--- src/design/hsvc_pkg.sv ---
// shared types and constants for the rgb to hsv window classifier
// no dependencies

package hsvc_pkg;

  localparam int unsigned ChanW   = 8;
  localparam int unsigned RegW    = 9;
  localparam int unsigned RegIdxW = 3;
  localparam int unsigned HueNumW = 14;
  localparam int unsigned HueDivW = 13;
  localparam int unsigned HueQW   = 6;
  localparam int unsigned SatNumW = 16;
  localparam int unsigned SatQW   = 9;
  localparam int unsigned InDataW  = 24;
  localparam int unsigned OutDataW = 40;

  localparam logic [RegIdxW-1:0] REG_HUE_LOW  = 3'd0;
  localparam logic [RegIdxW-1:0] REG_HUE_HIGH = 3'd1;
  localparam logic [RegIdxW-1:0] REG_SAT_LOW  = 3'd2;
  localparam logic [RegIdxW-1:0] REG_SAT_HIGH = 3'd3;
  localparam logic [RegIdxW-1:0] REG_VAL_LOW  = 3'd4;
  localparam logic [RegIdxW-1:0] REG_VAL_HIGH = 3'd5;

  localparam logic [ChanW-1:0] HUE_BASE_RED   = 8'd0;
  localparam logic [ChanW-1:0] HUE_BASE_GREEN = 8'd85;
  localparam logic [ChanW-1:0] HUE_BASE_BLUE  = 8'd170;

  localparam logic [RegW-1:0] RST_HUE_LOW  = 9'd0;
  localparam logic [RegW-1:0] RST_HUE_HIGH = 9'd256;
  localparam logic [RegW-1:0] RST_SAT_LOW  = 9'd0;
  localparam logic [RegW-1:0] RST_SAT_HIGH = 9'd257;
  localparam logic [RegW-1:0] RST_VAL_LOW  = 9'd0;
  localparam logic [RegW-1:0] RST_VAL_HIGH = 9'd256;

  typedef struct packed {
    logic [RegW-1:0] hue_low;
    logic [RegW-1:0] hue_high;
    logic [RegW-1:0] sat_low;
    logic [RegW-1:0] sat_high;
    logic [RegW-1:0] val_low;
    logic [RegW-1:0] val_high;
  } win_cfg_t;

  // after max/min and sector selection
  typedef struct packed {
    logic [ChanW-1:0] val;
    logic [ChanW-1:0] chroma;
    logic [ChanW-1:0] base;
    logic             neg;
    logic             grey;
    logic [ChanW-1:0] dmag;
  } front_t;

  // division in flight
  typedef struct packed {
    logic [ChanW-1:0]   val;
    logic [ChanW-1:0]   chroma;
    logic [ChanW-1:0]   base;
    logic               neg;
    logic               grey;
    logic [HueNumW-1:0] hrem;
    logic [HueDivW-1:0] hdsh;
    logic [HueQW-1:0]   hq;
    logic [SatNumW-1:0] srem;
    logic [SatNumW-1:0] sdsh;
    logic [SatQW-1:0]   sq;
  } div_t;

  typedef struct packed {
    logic             mask;
    logic [ChanW-1:0] hue;
    logic [RegW-1:0]  sat;
    logic [ChanW-1:0] val;
    logic [ChanW-1:0] chroma;
  } result_t;

endpackage

--- src/design/hsvc_front.sv ---
// front end: max/min, chroma, sector choice, then numerators and shifted divisors
// depends on hsvc_pkg

module hsvc_front import hsvc_pkg::*; (
  input  logic             clk_i,
  input  logic             rst_ni,
  input  logic             valid_i,
  output logic             ready_o,
  input  logic [ChanW-1:0] red_i,
  input  logic [ChanW-1:0] green_i,
  input  logic [ChanW-1:0] blue_i,
  output logic             valid_o,
  input  logic             ready_i,
  output div_t             data_o
);

  logic       s1_valid_q;
  logic       s1_ready;
  front_t     s1_d, s1_q;
  logic       s2_valid_q;
  div_t       s2_d, s2_q;
  logic [ChanW-1:0] mx, mn, pa, pb;
  logic [ChanW:0]   diff;
  logic [HueNumW-1:0] dm;

  always_comb begin
    mx = red_i;
    if (green_i > mx) mx = green_i;
    if (blue_i > mx) mx = blue_i;
    mn = red_i;
    if (green_i < mn) mn = green_i;
    if (blue_i < mn) mn = blue_i;
    if (red_i > green_i && red_i > blue_i) begin
      pa = green_i;
      pb = blue_i;
      s1_d.base = HUE_BASE_RED;
    end else if (green_i > blue_i) begin
      pa = blue_i;
      pb = red_i;
      s1_d.base = HUE_BASE_GREEN;
    end else begin
      pa = red_i;
      pb = green_i;
      s1_d.base = HUE_BASE_BLUE;
    end
    diff        = {1'b0, pa} - {1'b0, pb};
    s1_d.neg    = diff[ChanW];
    s1_d.dmag   = diff[ChanW] ? (pb - pa) : (pa - pb);
    s1_d.val    = mx;
    s1_d.chroma = mx - mn;
    s1_d.grey   = (mx == mn);
  end

  assign s1_ready = !s2_valid_q || ready_i;
  assign ready_o  = !s1_valid_q || s1_ready;

  always_ff @(posedge clk_i or negedge rst_ni) begin
    if (!rst_ni) begin
      s1_valid_q <= 1'b0;
    end else if (ready_o) begin
      s1_valid_q <= valid_i;
    end
  end

  always_ff @(posedge clk_i) begin
    if (valid_i && ready_o) begin
      s1_q <= s1_d;
    end
  end

  // times 43 as shifts and adds
  always_comb begin
    dm = {{(HueNumW-ChanW){1'b0}}, s1_q.dmag};
    s2_d.val    = s1_q.val;
    s2_d.chroma = s1_q.chroma;
    s2_d.base   = s1_q.base;
    s2_d.neg    = s1_q.neg;
    s2_d.grey   = s1_q.grey;
    s2_d.hrem   = (dm << 5) + (dm << 3) + (dm << 1) + dm;
    s2_d.hdsh   = {s1_q.chroma, 5'b0};
    s2_d.hq     = '0;
    s2_d.srem   = {s1_q.chroma, 8'b0};
    s2_d.sdsh   = {s1_q.val, 8'b0};
    s2_d.sq     = '0;
  end

  always_ff @(posedge clk_i or negedge rst_ni) begin
    if (!rst_ni) begin
      s2_valid_q <= 1'b0;
    end else if (s1_ready) begin
      s2_valid_q <= s1_valid_q;
    end
  end

  always_ff @(posedge clk_i) begin
    if (s1_valid_q && s1_ready) begin
      s2_q <= s2_d;
    end
  end

  assign valid_o = s2_valid_q;
  assign data_o  = s2_q;

endmodule

--- src/design/hsvc_div_stage.sv ---
// one stage of the two restoring dividers: three saturation bits, two hue bits
// depends on hsvc_pkg

module hsvc_div_stage import hsvc_pkg::*; (
  input  logic clk_i,
  input  logic rst_ni,
  input  logic valid_i,
  output logic ready_o,
  input  div_t data_i,
  output logic valid_o,
  input  logic ready_i,
  output div_t data_o
);

  div_t nx, data_q;
  logic valid_q;

  always_comb begin
    nx = data_i;
    for (int k = 0; k < 3; k++) begin
      if (nx.srem >= nx.sdsh) begin
        nx.srem = nx.srem - nx.sdsh;
        nx.sq   = {nx.sq[SatQW-2:0], 1'b1};
      end else begin
        nx.sq   = {nx.sq[SatQW-2:0], 1'b0};
      end
      nx.sdsh = nx.sdsh >> 1;
    end
    for (int k = 0; k < 2; k++) begin
      if (nx.hrem >= {1'b0, nx.hdsh}) begin
        nx.hrem = nx.hrem - {1'b0, nx.hdsh};
        nx.hq   = {nx.hq[HueQW-2:0], 1'b1};
      end else begin
        nx.hq   = {nx.hq[HueQW-2:0], 1'b0};
      end
      nx.hdsh = nx.hdsh >> 1;
    end
  end

  assign ready_o = !valid_q || ready_i;

  always_ff @(posedge clk_i or negedge rst_ni) begin
    if (!rst_ni) begin
      valid_q <= 1'b0;
    end else if (ready_o) begin
      valid_q <= valid_i;
    end
  end

  always_ff @(posedge clk_i) begin
    if (valid_i && ready_o) begin
      data_q <= nx;
    end
  end

  assign valid_o = valid_q;
  assign data_o  = data_q;

endmodule

--- src/design/hsvc_back.sv ---
// back end: hue assembly, window tests and output register
// depends on hsvc_pkg

module hsvc_back import hsvc_pkg::*; (
  input  logic     clk_i,
  input  logic     rst_ni,
  input  win_cfg_t cfg_i,
  input  logic     valid_i,
  output logic     ready_o,
  input  div_t     data_i,
  output logic     valid_o,
  input  logic     ready_i,
  output result_t  data_o
);

  result_t res_d, res_q;
  logic    valid_q;
  logic [ChanW-1:0] q8;
  logic    hue_ok, sat_ok, val_ok;

  always_comb begin
    q8 = {{(ChanW-HueQW){1'b0}}, data_i.hq};
    res_d.hue    = data_i.grey ? '0 : (data_i.neg ? data_i.base - q8 : data_i.base + q8);
    res_d.sat    = data_i.grey ? '0 : data_i.sq;
    res_d.val    = data_i.val;
    res_d.chroma = data_i.chroma;
    hue_ok = ({1'b0, res_d.hue} > cfg_i.hue_low) && ({1'b0, res_d.hue} < cfg_i.hue_high);
    sat_ok = (res_d.sat > cfg_i.sat_low) && (res_d.sat < cfg_i.sat_high);
    val_ok = ({1'b0, res_d.val} > cfg_i.val_low) && ({1'b0, res_d.val} < cfg_i.val_high);
    res_d.mask = hue_ok && sat_ok && val_ok;
  end

  assign ready_o = !valid_q || ready_i;

  always_ff @(posedge clk_i or negedge rst_ni) begin
    if (!rst_ni) begin
      valid_q <= 1'b0;
    end else if (ready_o) begin
      valid_q <= valid_i;
    end
  end

  always_ff @(posedge clk_i) begin
    if (valid_i && ready_o) begin
      res_q <= res_d;
    end
  end

  assign valid_o = valid_q;
  assign data_o  = res_q;

endmodule

--- src/design/rgb_hsv_window_classifier_core.sv ---
// rgb to hsv conversion with hue/saturation/value window test, one pixel per cycle while the output is not stalled
// throughput one word per cycle while the output is not stalled
// six register stages: front (two), divider stages (three), output (one)
// each stage holds its word while the next is stalled; bubbles close up
// reset clears all valid bits and loads the window registers with their RST_* defaults
// depends on hsvc_pkg, hsvc_front, hsvc_div_stage, hsvc_back

module rgb_hsv_window_classifier_core import hsvc_pkg::*; (
  input  logic                clk_i,
  input  logic                rst_ni,
  input  logic                cfg_we_i,
  input  logic [RegIdxW-1:0]  cfg_idx_i,
  input  logic [RegW-1:0]     cfg_data_i,
  input  logic                s_axis_tvalid,
  output logic                s_axis_tready,
  input  logic [InDataW-1:0]  s_axis_tdata,  // red, green, blue
  output logic                m_axis_tvalid,
  input  logic                m_axis_tready,
  output logic [OutDataW-1:0] m_axis_tdata   // mask, hue, saturation, brightness, chroma, zeros
);

  win_cfg_t cfg_q;
  logic     fr_valid, fr_ready;
  div_t     fr_data;
  logic     d0_valid, d0_ready, d1_valid, d1_ready, d2_valid, d2_ready;
  div_t     d0_data, d1_data, d2_data;
  logic     bk_valid;
  result_t  bk_data;

  always_ff @(posedge clk_i or negedge rst_ni) begin
    if (!rst_ni) begin
      cfg_q.hue_low  <= RST_HUE_LOW;
      cfg_q.hue_high <= RST_HUE_HIGH;
      cfg_q.sat_low  <= RST_SAT_LOW;
      cfg_q.sat_high <= RST_SAT_HIGH;
      cfg_q.val_low  <= RST_VAL_LOW;
      cfg_q.val_high <= RST_VAL_HIGH;
    end else if (cfg_we_i) begin
      unique case (cfg_idx_i)
        REG_HUE_LOW:  cfg_q.hue_low  <= cfg_data_i;
        REG_HUE_HIGH: cfg_q.hue_high <= cfg_data_i;
        REG_SAT_LOW:  cfg_q.sat_low  <= cfg_data_i;
        REG_SAT_HIGH: cfg_q.sat_high <= cfg_data_i;
        REG_VAL_LOW:  cfg_q.val_low  <= cfg_data_i;
        REG_VAL_HIGH: cfg_q.val_high <= cfg_data_i;
        default: ;
      endcase
    end
  end

  hsvc_front u_front (
    .clk_i   (clk_i),
    .rst_ni  (rst_ni),
    .valid_i (s_axis_tvalid),
    .ready_o (s_axis_tready),
    .red_i   (s_axis_tdata[7:0]),
    .green_i (s_axis_tdata[15:8]),
    .blue_i  (s_axis_tdata[23:16]),
    .valid_o (fr_valid),
    .ready_i (fr_ready),
    .data_o  (fr_data)
  );

  hsvc_div_stage u_div0 (
    .clk_i   (clk_i),
    .rst_ni  (rst_ni),
    .valid_i (fr_valid),
    .ready_o (fr_ready),
    .data_i  (fr_data),
    .valid_o (d0_valid),
    .ready_i (d0_ready),
    .data_o  (d0_data)
  );

  hsvc_div_stage u_div1 (
    .clk_i   (clk_i),
    .rst_ni  (rst_ni),
    .valid_i (d0_valid),
    .ready_o (d0_ready),
    .data_i  (d0_data),
    .valid_o (d1_valid),
    .ready_i (d1_ready),
    .data_o  (d1_data)
  );

  hsvc_div_stage u_div2 (
    .clk_i   (clk_i),
    .rst_ni  (rst_ni),
    .valid_i (d1_valid),
    .ready_o (d1_ready),
    .data_i  (d1_data),
    .valid_o (d2_valid),
    .ready_i (d2_ready),
    .data_o  (d2_data)
  );

  hsvc_back u_back (
    .clk_i   (clk_i),
    .rst_ni  (rst_ni),
    .cfg_i   (cfg_q),
    .valid_i (d2_valid),
    .ready_o (d2_ready),
    .data_i  (d2_data),
    .valid_o (bk_valid),
    .ready_i (m_axis_tready),
    .data_o  (bk_data)
  );

  assign m_axis_tvalid = bk_valid;
  assign m_axis_tdata  = {6'b0, bk_data.chroma, bk_data.val, bk_data.sat,
                          bk_data.hue, bk_data.mask};

endmodule

--- config.mk ---
export PLATFORM = sky130hd
export DESIGN_NAME = rgb_hsv_window_classifier_core
export DESIGN_NICKNAME = d
export VERILOG_FILES = /design/src/design/hsvc_pkg.sv /design/src/design/hsvc_front.sv /design/src/design/hsvc_div_stage.sv /design/src/design/hsvc_back.sv /design/src/design/rgb_hsv_window_classifier_core.sv
export SDC_FILE = /design/constraint.sdc
export NUM_CORES = 1
export LEC_CHECK = 0
export BUFFER_PORTS_ARGS = -buffer_cell sky130_fd_sc_hd__buf_4
export CORE_AREA = 5 5 238 240
export CTS_BUF_LIST = sky130_fd_sc_hd__clkbuf_16
export DETAILED_ROUTE_END_ITERATION = 10
export DIE_AREA = 0 0 243 245
export GPL_ROUTABILITY_DRIVEN = 0
export MAX_ROUTING_LAYER = met4
export PLACE_DENSITY = 0.78
export SYNTH_ARGS = -nofsm -noshare
export SYNTH_HDL_FRONTEND = slang
export SYNTH_HIERARCHICAL = 1
export SYNTH_SLANG_ARGS = --single-unit
--- constraint.sdc ---
create_clock -name clk_i -period 19.3 [get_ports clk_i]
set_input_delay 0 -clock clk_i [delete_from_list [all_inputs] [get_ports clk_i]]
set_output_delay 0 -clock clk_i [all_outputs]
set_load 0.1 [all_outputs]
==> impl_results.md <==
* Multi-input gate area at 0.0167 sq mm
* CP max stage cell: nor3_4
* Antenna cells at 0
* Critical path depth at 33
* FMAX at 111 MHz
* Layout area overhead at 8.20%
* Mean Syn Cell Area at 10.4 sq um
* Status: complete, no violations
* Fin crit share at ~47%
* Max Cap Viol at 0
* HP Class: input port to register
* Fillers at approximately 4.3k
* Root Driver: clkbuf_16
* Worst EP arrival at slightly above 9 ns
* Maximum buffer depth of the clock tree at 3
* Clk_skew at 0.0235 ns
* Largest net degree at the start of global routing at 91
* CTS tree: done
* Initial DRC count at 1722
* Reg area at approximately 0.011 sq mm
* Clock-pin slew on the worst setup and hold paths at ~0.060 ns
* Family with the most delay on the worst path: compound AO/OA/AOI/OAI gates
* Hold Slack at 0.0694 ns
* Grt ovf at 0
* DR pass1 iterations at 5
* Most used cell, CP: a21oi_1
* Reg2reg start: u_div0/data_o[25]$_DFFE_PP_
* Starting Density at between 50% and 60%
* Slew Limit Fails at 0
* Number of global-route vias before repair at about 22k
* CP endpoint: u_div1/data_o[27]$_DFFE_PP_
* DR vias/cell at ~6.0
* CTS Hold Bufs at 23
* Cells after synthesis at 2799
* Final hold vios at 0
* Worst-margin pin slew at ~1.2 ns
* Routed Antenna Nets at 0
* Clk Latency, worst-skew pair at between 0.5 and 0.6 ns
* Setup crit start: u_div0/data_o[25]$_DFFE_PP_
* Synth warn at 6
* Die area at ~0.060 sq mm
* Final HPWL DP at 50.1 mm
* Drt total wl at 65.5 mm
* # DRC at 0
* Final setup TNS at 0 ns
* Nets@finish at around 3.3k
* Unrepaired setup endpoints after global routing: no
* I/O pin count at 83
* Initial antenna violation count at 0
* CTS buffer count at 39
* Clk sinks at between 300 and 400
* Die Width at 243 um
* Mapped cell area at 0.0292 sq mm
* Crit path max fanout at 26
* Global-route wire length before repair at ~110 mm
* H-tree depth at 2
* Crit path time final at approximately 9 ns
* Setup crit end kind: register
* Average wire per standard cell at 18.2 um
* Register-to-register setup slack at 10.27 ns
* Row count at 86
* RR Endpoint: u_div1/data_o[27]$_DFFE_PP_
* # setup viols final at 0
* GRT Util Overall at 21.8%
* Die height at about 250 um
* Crit-path max cell delay at 0.66 ns
* CP Data Required Time at just under 20 ns
* Cts repair resizes at 0
* Core Region at between 0.05 and 0.06 sq mm
* Layout cells sized above 1 at 13.4%
* Port bufs at between 70 and 80
* Setup bufs post-CTS at 0
* Slew margin rel. at roughly 17%
* Crit path kind: register to register
* Vias at approximately 22k
* Buf+Inv Stages, Crit Path at 4
* CP Launch Type: register
* Worst Reg-to-Reg Cells at 33
==> worst register-to-register path: cells and delay by family (launching register included) <==
kind                     cells  cell delay, ns
AO/OA/AOI/OAI               14            3.72
adder cells (fa/ha/maj)      6            1.67
buffers and inverters        4            0.45
flip-flops                   1            0.38
multiplexers                 2            0.64
AND/OR/NAND/NOR              7            1.95
==> per-stage QoR <==
stage	util (%)	setup WS [ns]	cell area, sq um	instances
2_1_floorplan	-	12.05	29300	2832
3_3_place_gp	55.2	10.73	30100	3508
3_5_place_dp	55.2	10.42	30100	3508
4_1_cts	58.0	10.35	31600	3603
5_1_grt	58.0	9.58	31600	3603
6_report	58.0	10.27	31600	3603
==> layer usage <==
metal	GRT usage, %	vias to the layer above	share of wire, %	wire length (um)
met2	36.4	869	48	31300
met4	8.11	0	3.8	2510
met5	-	-	0	0
met3	2.77	198	5.9	3840
met1	27.5	10300	42	27800
li1	-	10300	-	-
==> state kept, by name, summed over array words and instances, names as in the netlist, 8 cells and up <==
name	count
u_front/data_o	34
u_div1/data_o	90
u_div0/data_o	85
u_div2/data_o	41
cfg_q	54
u_back/data_o	34
u_front/s1_q	20
u_front/dm	8
==> how the worst min path moves through the flow <==
| stage | to | start | slack (ns) | depth (start not counted) |
|---|---|---|---|---|
| 3_5_place_dp | cfg_q[24]$_DFFE_PN0P_ | rst_ni | 0.14 | 1 |
| 4_1_cts | u_front/s1_q[26]$_DFFE_PP_ | s_axis_tdata[8] | 0.03 | 5 |
| 3_3_place_gp | cfg_q[33]$_DFFE_PN0P_ | rst_ni | 0.11 | 1 |
| 6_report | u_front/s1_q[26]$_DFFE_PP_ | s_axis_tdata[8] | 0.07 | 5 |
| 5_1_grt | u_front/dm[0]$_DFFE_PP_ | s_axis_tdata[8] | 0.06 | 4 |
| 2_1_floorplan | cfg_q[0]$_DFFE_PN0P_ | rst_ni | -0.30 | 0 |
==> cell type report <==
cell class	instances	share of cell area, %
Tap cell	704	2.79
Inverter	256	3.04
Timing Repair Buffer	108	2.75
Multi-Input combinational cell	2091	53.0
Clock buffer	40	3.17
Clock inverter	32	0.828
Sequential cell	372	34.4
==> layout by cell type, fill, tap and decap left out, drive strengths merged, types with 13 or more instances in the layout <==
cell type and instances:
clkbuf 40, dlygate4sd3 23, a21o 67, nor2 175
buf 85, nand2b 44, mux2i 54, nand4 47
nand2 105, nor3 49, o21ai 119, a211oi 18
o21bai 18, nor2b 51, clkinv 15, a21oi 226
fa 29, xor2 38, dfrtp 56, o21a 40
edfxtp 312, and2 16, xnor2 115, mux2 186
ha 347, or3 13, inv 267, o211ai 14
conb 37, o31ai 20, nand3 56, a31oi 20
Power is not shown: default switching activity piles up to over one toggle a cycle in this logic, so the estimate is an artifact.
